## config.mk

```make
export PLATFORM = sky130hd
export DESIGN_NAME = adaptive_queue_depth_control
export DESIGN_NICKNAME = d
export VERILOG_FILES = /design/src/sv/aqdc_pkg.sv /design/src/sv/aqdc_eval.sv /design/src/sv/adaptive_queue_depth_control.sv
export SDC_FILE = /design/constraint.sdc
export NUM_CORES = 2
export LEC_CHECK = 0
export BUFFER_PORTS_ARGS = -buffer_cell sky130_fd_sc_hd__buf_2
export CAP_MARGIN = 20
export CORE_MARGIN = 2
export CORE_UTILIZATION = 62
export DETAILED_ROUTE_END_ITERATION = 8
export GPL_TIMING_DRIVEN = 0
export PLACE_DENSITY = 0.9
export SLEW_MARGIN = 20
export SYNTH_ARGS = -nofsm -noshare
export SYNTH_HDL_FRONTEND = slang
export SYNTH_SLANG_ARGS = --single-unit
```

## constraint.sdc

```tcl
create_clock -name clk -period 28.9 [get_ports clk]
set_clock_uncertainty 0.15 [all_clocks]
set_input_delay 5.78 -clock clk [delete_from_list [all_inputs] [get_ports clk]]
set_output_delay 5.78 -clock clk [all_outputs]
set_load 0.01 [all_outputs]
```

## src/sv/aqdc_pkg.sv

```systemverilog
`timescale 1ns / 1ps
// ----------------------------------------------------------------------------
// aqdc_pkg: shared types and constants for the queue depth controller
// Payload structs, register indexes, window state and constant-factor values.
// ----------------------------------------------------------------------------
package aqdc_pkg;

    localparam int DEPTH_W   = 13;
    localparam int TARGET_W  = 31;
    localparam int LAT_W     = 32;
    localparam int BYTES_W   = 32;
    localparam int SUM_W     = 35;
    localparam int COUNT_W   = 5;
    localparam int CFG_IDX_W = 2;
    localparam int CFG_DAT_W = 31;

    // reports per evaluation window
    localparam logic [COUNT_W-1:0] WINDOW_LEN = 5'd8;

    // floor(x/10) = (x*52429) >> 19 and floor(x/5) = (x*52429) >> 18, exact for 16-bit x
    localparam logic [15:0] RECIP_MUL = 16'd52429;

    // register reset values
    localparam logic [DEPTH_W-1:0]  INITIAL_DEPTH_RST = 13'd32;
    localparam logic [DEPTH_W-1:0]  MIN_DEPTH_RST     = 13'd1;
    localparam logic [DEPTH_W-1:0]  MAX_DEPTH_RST     = 13'd256;
    localparam logic [TARGET_W-1:0] TARGET_RST        = 31'd1000;

    typedef enum logic [CFG_IDX_W-1:0] {
        CFG_INITIAL_DEPTH = 2'd0,
        CFG_MIN_DEPTH     = 2'd1,
        CFG_MAX_DEPTH     = 2'd2,
        CFG_TARGET        = 2'd3
    } cfg_index_t;

    typedef struct packed {
        logic                      is_fsync;
        logic signed [BYTES_W-1:0] result_bytes;
        logic [LAT_W-1:0]          latency_us;
    } in_item_t;

    typedef struct packed {
        logic [DEPTH_W-1:0] depth_limit;
        logic               window_closed;
    } out_item_t;

    typedef struct packed {
        logic [DEPTH_W-1:0] current_depth;
        logic [SUM_W-1:0]   window_byte_sum;
        logic [COUNT_W-1:0] window_count;
        logic [LAT_W-1:0]   window_max_latency;
        logic [SUM_W-1:0]   previous_window_bytes;
    } win_state_t;

    typedef struct packed {
        logic [DEPTH_W-1:0]  min_depth;
        logic [DEPTH_W-1:0]  max_depth;
        logic [TARGET_W-1:0] target_latency_us;
    } limits_t;

    typedef struct packed {
        win_state_t state;
        logic       counted;
        logic       closed;
    } eval_result_t;

endpackage

```

## src/sv/aqdc_eval.sv

```systemverilog
`timescale 1ns / 1ps
// ----------------------------------------------------------------------------
// aqdc_eval: per-report window update and depth adjustment
// Accumulates bytes and peak latency, and at window end rescales the depth.
// ----------------------------------------------------------------------------
module aqdc_eval
    import aqdc_pkg::*;
(
    input  in_item_t     item,
    input  win_state_t   state,
    input  limits_t      limits,
    output eval_result_t result
);

    logic                 counted;
    logic [SUM_W:0]       sum_wide;
    logic [SUM_W-1:0]     sum_new;
    logic [LAT_W-1:0]     lat_new;
    logic [COUNT_W-1:0]   count_inc;
    logic                 closes;
    logic                 too_slow;
    logic                 fast_enough;
    logic [SUM_W+5:0]     bytes_x50;
    logic [SUM_W+5:0]     prev_x49;
    logic [15:0]          depth_x7;
    logic [15:0]          depth_x6;
    logic [31:0]          dec_prod;
    logic [31:0]          inc_prod;
    logic [DEPTH_W-1:0]   dec_depth;
    logic [DEPTH_W:0]     inc_depth;
    logic [DEPTH_W-1:0]   dec_sel;
    logic [DEPTH_W-1:0]   inc_sel;
    logic [SUM_W+5:0]     sum_ext;
    logic [SUM_W+5:0]     prev_ext;

    // only positive non-flush reports enter the window
    assign counted = !item.is_fsync && !item.result_bytes[BYTES_W-1]
                     && (item.result_bytes != '0);

    assign sum_wide  = {1'b0, state.window_byte_sum}
                       + (SUM_W+1)'(item.result_bytes[BYTES_W-2:0]);
    assign sum_new   = sum_wide[SUM_W] ? {SUM_W{1'b1}} : sum_wide[SUM_W-1:0];
    assign lat_new   = (item.latency_us > state.window_max_latency)
                       ? item.latency_us : state.window_max_latency;
    assign count_inc = state.window_count + 1'b1;
    assign closes    = counted && (count_inc >= WINDOW_LEN);

    assign too_slow  = lat_new > {limits.target_latency_us, 1'b0};
    assign fast_enough = lat_new < {1'b0, limits.target_latency_us};

    // x*50 = x*32 + x*16 + x*2, x*49 = x*32 + x*16 + x
    assign sum_ext   = (SUM_W+6)'(sum_new);
    assign prev_ext  = (SUM_W+6)'(state.previous_window_bytes);
    assign bytes_x50 = (sum_ext << 5) + (sum_ext << 4) + (sum_ext << 1);
    assign prev_x49  = (prev_ext << 5) + (prev_ext << 4) + prev_ext;

    // decrease: floor(depth*7/10)
    assign depth_x7  = (16'(state.current_depth) << 3) - 16'(state.current_depth);
    assign dec_prod  = 32'(depth_x7) * 32'(RECIP_MUL);
    assign dec_depth = dec_prod[31:19];
    assign dec_sel   = (dec_depth < limits.min_depth) ? limits.min_depth : dec_depth;

    // increase: floor(depth*6/5) + 1
    assign depth_x6  = (16'(state.current_depth) << 2) + (16'(state.current_depth) << 1);
    assign inc_prod  = 32'(depth_x6) * 32'(RECIP_MUL);
    assign inc_depth = inc_prod[31:18] + 1'b1;
    assign inc_sel   = (inc_depth > {1'b0, limits.max_depth})
                       ? limits.max_depth : inc_depth[DEPTH_W-1:0];

    always_comb
    begin
        result.state   = state;
        result.counted = counted;
        result.closed  = closes;
        if (closes)
        begin
            if (too_slow)
            begin
                result.state.current_depth = dec_sel;
            end
            else if (fast_enough && (bytes_x50 >= prev_x49))
            begin
                result.state.current_depth = inc_sel;
            end
            result.state.previous_window_bytes = sum_new;
            result.state.window_byte_sum       = '0;
            result.state.window_count          = '0;
            result.state.window_max_latency    = '0;
        end
        else if (counted)
        begin
            result.state.window_byte_sum    = sum_new;
            result.state.window_max_latency = lat_new;
            result.state.window_count       = count_inc;
        end
    end

endmodule

```

## src/sv/adaptive_queue_depth_control.sv

```systemverilog
`timescale 1ns / 1ps
// a result passes the input register, then the result register, before it is valid on the output
// throughput: one report per cycle while out_ready is high; window update and rescale are combinational
// while a result waits on the output the input register takes one more report, then stalls
// reset: asynchronous active low; registers return to depth 32, min 1, max 256, target 1000,
// and the window and previous-window byte count clear to zero
// ----------------------------------------------------------------------------
// adaptive_queue_depth_control: latency-driven queue depth limit
// Watches completion reports, gathers a window of them and scales the depth limit down
// when peak latency is high, up when it is low and bytes reach 98% of the previous window.
// ----------------------------------------------------------------------------
module adaptive_queue_depth_control
    import aqdc_pkg::*;
(
    input  logic                 clk,
    input  logic                 rst_n,
    // completion reports
    input  logic                 in_valid,
    output logic                 in_ready,
    input  in_item_t             in_data,
    // depth results
    output logic                 out_valid,
    input  logic                 out_ready,
    output out_item_t            out_data,
    // register writes
    input  logic                 cfg_valid,
    output logic                 cfg_ready,
    input  logic [CFG_IDX_W-1:0] cfg_index,
    input  logic [CFG_DAT_W-1:0] cfg_data
);

    // input register stage
    logic         s1_valid_reg;
    logic         s1_valid_next;
    in_item_t     s1_item_reg;
    logic         s1_advance;

    // result register stage
    logic         res_valid_reg;
    logic         res_valid_next;
    out_item_t    res_item_reg;

    // window state and configuration
    win_state_t   state_reg;
    win_state_t   state_next;
    limits_t      limits_reg;
    limits_t      limits_next;
    logic [DEPTH_W-1:0] init_depth_reg;
    logic [DEPTH_W-1:0] init_depth_next;

    eval_result_t eval;

    // register writes are always taken; software writes only while idle
    assign cfg_ready = 1'b1;

    // the item in the input register moves on whenever the result slot is free or draining
    assign s1_advance = s1_valid_reg && (!res_valid_reg || out_ready);
    assign in_ready   = !s1_valid_reg || s1_advance;

    assign out_valid  = res_valid_reg;
    assign out_data   = res_item_reg;

    aqdc_eval u_eval
    (
        .item   (s1_item_reg),
        .state  (state_reg),
        .limits (limits_reg),
        .result (eval)
    );

    always_comb
    begin
        s1_valid_next  = in_ready ? in_valid : s1_valid_reg;
        res_valid_next = s1_advance ? 1'b1 : (res_valid_reg && !out_ready);
    end

    // state moves on only when a report leaves the input register; an initial-depth write loads its depth
    always_comb
    begin
        state_next      = s1_advance ? eval.state : state_reg;
        limits_next     = limits_reg;
        init_depth_next = init_depth_reg;
        if (cfg_valid && cfg_ready)
        begin
            case (cfg_index_t'(cfg_index))
                CFG_INITIAL_DEPTH:
                begin
                    init_depth_next          = cfg_data[DEPTH_W-1:0];
                    state_next.current_depth = cfg_data[DEPTH_W-1:0];
                end
                CFG_MIN_DEPTH:     limits_next.min_depth         = cfg_data[DEPTH_W-1:0];
                CFG_MAX_DEPTH:     limits_next.max_depth         = cfg_data[DEPTH_W-1:0];
                CFG_TARGET:        limits_next.target_latency_us = cfg_data[TARGET_W-1:0];
                default:           limits_next                   = limits_reg;
            endcase
        end
    end

    always_ff @(posedge clk or negedge rst_n)
    begin
        if (!rst_n)
        begin
            s1_valid_reg                    <= 1'b0;
            res_valid_reg                   <= 1'b0;
            state_reg.current_depth         <= INITIAL_DEPTH_RST;
            state_reg.window_byte_sum       <= '0;
            state_reg.window_count          <= '0;
            state_reg.window_max_latency    <= '0;
            state_reg.previous_window_bytes <= '0;
            limits_reg.min_depth            <= MIN_DEPTH_RST;
            limits_reg.max_depth            <= MAX_DEPTH_RST;
            limits_reg.target_latency_us    <= TARGET_RST;
            init_depth_reg                  <= INITIAL_DEPTH_RST;
        end
        else
        begin
            s1_valid_reg  <= s1_valid_next;
            res_valid_reg <= res_valid_next;
            state_reg     <= state_next;
            limits_reg    <= limits_next;
            init_depth_reg <= init_depth_next;
        end
    end

    // payload registers, no reset needed
    always_ff @(posedge clk)
    begin
        if (in_ready && in_valid)
        begin
            s1_item_reg <= in_data;
        end
        if (s1_advance)
        begin
            res_item_reg.depth_limit   <= eval.state.current_depth;
            res_item_reg.window_closed <= eval.closed;
        end
    end

    // the window never holds a full set of reports between transfers
    assert property (@(posedge clk) disable iff (!rst_n)
        state_reg.window_count < WINDOW_LEN)
        else $error("window count reached window length without closing");

    // an ignored report leaves the window untouched
    assert property (@(posedge clk) disable iff (!rst_n)
        s1_advance && !eval.counted
        |=> $stable(state_reg.window_count) && $stable(state_reg.window_byte_sum)
            && $stable(state_reg.window_max_latency))
        else $error("ignored report changed window state");

    // a closed window leaves an empty window behind
    assert property (@(posedge clk) disable iff (!rst_n)
        s1_advance && eval.closed
        |=> (state_reg.window_count == '0) && (state_reg.window_byte_sum == '0))
        else $error("window not cleared after evaluation");

    // a held report blocks new input
    assert property (@(posedge clk) disable iff (!rst_n)
        s1_valid_reg && !s1_advance |-> !in_ready)
        else $error("input taken while input register is held");

endmodule

```

==> impl_results.md <==
- M1 WL: 31.6 mm
- Slowest cell on crit path: or4b_2
- H-tree depth: 1
- Clock Latency Late Sink: 0.60 ns
- Largest net degree at the start of global routing: between 70 and 80
- Global-route wire length before repair: 126 mm
- CTS Buffer Depth: 3
- Fill cells: 3631
- Post-Syn Area per Cell: 9.37 µm²
- Cell mode on critical path: a21o_1
- Initial antenna violation count: 1
- Detailed Place HPWL: roughly 62 mm
- Net Count, Synth: a little over 4000
- Yosys warns: 0
- Clock tree sinks: 258
- FFs w/ async S/R, synth: 0.694
- Wirelength per Cell: 18.7 µm
- Tmin final: 13.69 ns
- WL final: 76.8 mm
- Post-CTS Setup Bufs: 0
- Synth Instances: 3265
- Via count: 25100
- Outcome: complete, no violations
- Met2 WL: 36.5 mm
- Arrival time worst endpoint: 13.84 ns
- RSZ-0062 raised after global routing: no
- FF-to-FF setup slack: ~15 ns
- Vias in the first global route: roughly 25000
- R2R depth: 46
- Max Cap Violations: 0
- Initial Utilization: 0.626
- Fmax: 0.0730 GHz
- Drt drc: 0
- Worst-Margin Slew: between 1 and 1.5 ns
- Initial drt markers: 2036
- Fin. Hold Viols: 0
- Core footprint: 48800 µm²
- Ys flop type: dfrtp_1
- Netlist cell types: 84
- Final Setup Violations: 0
- Vias per cell: 6.10
- First-pass iteration count of the detailed router: 5
- Die area: 51200 µm²
- Endpoint type of the worst setup path: register
- Post_cts resized: 0
- Slowest cell delay on critical path: 0.74 ns
- Nets: 4294
- Num rows: 81
- Worst Hold Class: register to register
- Met3 wire length: ~5.5 mm
- Rel. slew slack: 0.244
- GRT Total Usage: 0.308
- Hold Buf Count CTS: 0
- Critical path class: register to register
- CP Launch Point: state_reg[107]
- Max-slew violation count: 0
- GRT overflow: 0
- Synth Cell Area: 30600 µm²
- DIE HEIGHT: 226 µm
- Startpoint type of the worst setup path: register
- CTS tree: yes
- Cell taking the most area after synthesis: ha_1
- CTS clock-pin slew for the worst setup and hold paths: 0.07 ns
- Final Wtd Congestion: 0.977
- Routed Antenna Nets: 0
- Final setup TNS: 0 ns
- CP required: between 20 and 30 ns
- Terminus of the critical flop-to-flop path: out_data[4]
- Clk root buf: clkbuf_16
- CP endpoint: out_data[4]
- Max reg flops: 120
- Hold_sp: s1_valid_reg
- Yosys top cell area share: 0.227
- Share of layout cells above drive strength 1: 0.0831
- Area grow syn2layout: 8.50%
- Largest cells by area after synthesis: ha_1 (23%), fa_1 (14%), dfrtp_1 (14%), edfxtp_1 (7.8%), inv_1 (6.3%)
- Chip Width: 226 µm
- # IOs: 120
- Fin crit share: 0.474
- IO Port Bufs: 118
- Post-synthesis register bit count: 258
- Top Metal Used: met4
- TritonCTS buffer count: 30
- Sequential share of the synthesized area: 0.224
- Reg2Reg Launch Point: state_reg[107]
- Crit path max fanout: 10
- EDFF count, synth: 79
[area by class of cell]
class	instances	area, µm²	share of cell area
diodes	1	2.50	0.0000754
plain buffers	59	238	0.00716
clock buffers	40	856	0.0258
clock inverters	16	221	0.00667
inverters	514	1930	0.0581
multi-input cells	2434	21600	0.650
flip-flops and latches	258	6860	0.207
well taps	664	831	0.0250
repair buffers	122	683	0.0206
[metrics by stage]
| stage | hold WS (ns) | utilization | area (µm²) | setup WS (ns) | instances |
|---|---|---|---|---|---|
| 2_1_floorplan | 0.292 | - | 30600 | 16.98 | 3265 |
| 3_3_place_gp | 0.316 | 0.656 | 32000 | 15.82 | 4047 |
| 3_5_place_dp | 0.322 | 0.657 | 32100 | 15.47 | 4050 |
| 4_1_cts | 0.325 | 0.680 | 33200 | 15.40 | 4106 |
| 5_1_grt | 0.352 | 0.680 | 33200 | 14.32 | 4107 |
| 6_report | 0.324 | 0.680 | 33200 | 15.21 | 4108 |
[layout by cell type, fill, tap and decap left out, types with 23 or more instances in the layout]
cell       count
fa_1         218
edfxtp_1      79
a21oi_1      171
mux2_2        64
dfrtp_1      170
nor3_1        37
nor2_1       162
o211ai_1      23
a31oi_1       26
nand3_1       52
ha_1         554
a211oi_1      31
clkbuf_16     33
o21bai_1      23
and3_1        26
inv_1        514
nand2_1      216
xnor2_1       87
nand2b_1      24
a21o_1       108
o21a_1        25
clkbuf_1      46
nor2b_1       31
xor2_1        64
o21ai_0      213
buf_2        125
nand4_1       35
[worst min path at each step]
stage,to,slack [ns],cells after the start
after CTS,out_valid,0.32,1
after global placement,out_valid,0.32,1
final,out_valid,0.32,1
after global routing,out_valid,0.35,1
after floorplan,state_reg[69],0.29,1
after detailed placement,out_valid,0.32,1
[worst max-delay path, delay by kind of cell (launching register included)]
kind | cells | cell delay (ns)
AO/OA/AOI/OAI | 22 | 5.08
XOR/XNOR | 2 | 1.03
adder cells (fa/ha/maj) | 10 | 4.14
buffers and inverters | 5 | 0.28
flip-flops | 1 | 0.70
AND/OR/NAND/NOR | 7 | 1.95
[Yosys cell counts, types with 9 or more instances]
master,number
dfrtp_1,170
fa_1,218
nor4_1,12
or2_2,10
mux2_2,64
or4_1,9
a21boi_0,15
xor2_1,64
nor2b_1,31
nand4_1,35
nand2b_1,24
a21oi_1,171
ha_1,554
and3_1,26
o21ai_0,213
a31oi_1,26
o21bai_1,23
a21o_1,108
a211oi_1,31
a2111oi_0,12
xnor2_1,87
o211ai_1,23
clkbuf_1,40
and2_1,14
inv_1,514
o31ai_1,10
nor2_1,162
nand3_1,52
o22ai_1,15
or3_1,10
nand2_1,216
o21a_1,25
mux2i_1,9
edfxtp_1,79
dfstp_2,9
nor3_1,37
[per-layer routing]
layer	GRT usage	up-vias
li1	-	11700
met1	0.405	12100
met2	0.519	1037
met3	0.0338	232
met4	0.125	0
met5	0	-
[kinds of logic (layout without fill, tap and decap cells)]
group | after synthesis | in the layout | share of synthesized area
other | 1 | 2 | 0.000123
XOR/XNOR | 151 | 151 | 0.0432
AO/OA/AOI/OAI | 761 | 761 | 0.159
buffers and inverters | 573 | 751 | 0.0708
multiplexers | 73 | 73 | 0.0265
flip-flops | 258 | 258 | 0.224
adder cells (fa/ha/maj) | 772 | 772 | 0.369
AND/OR/NAND/NOR | 676 | 676 | 0.107
Power is not shown: default switching activity piles up to over one toggle a cycle in this logic, so the estimate is an artifact.
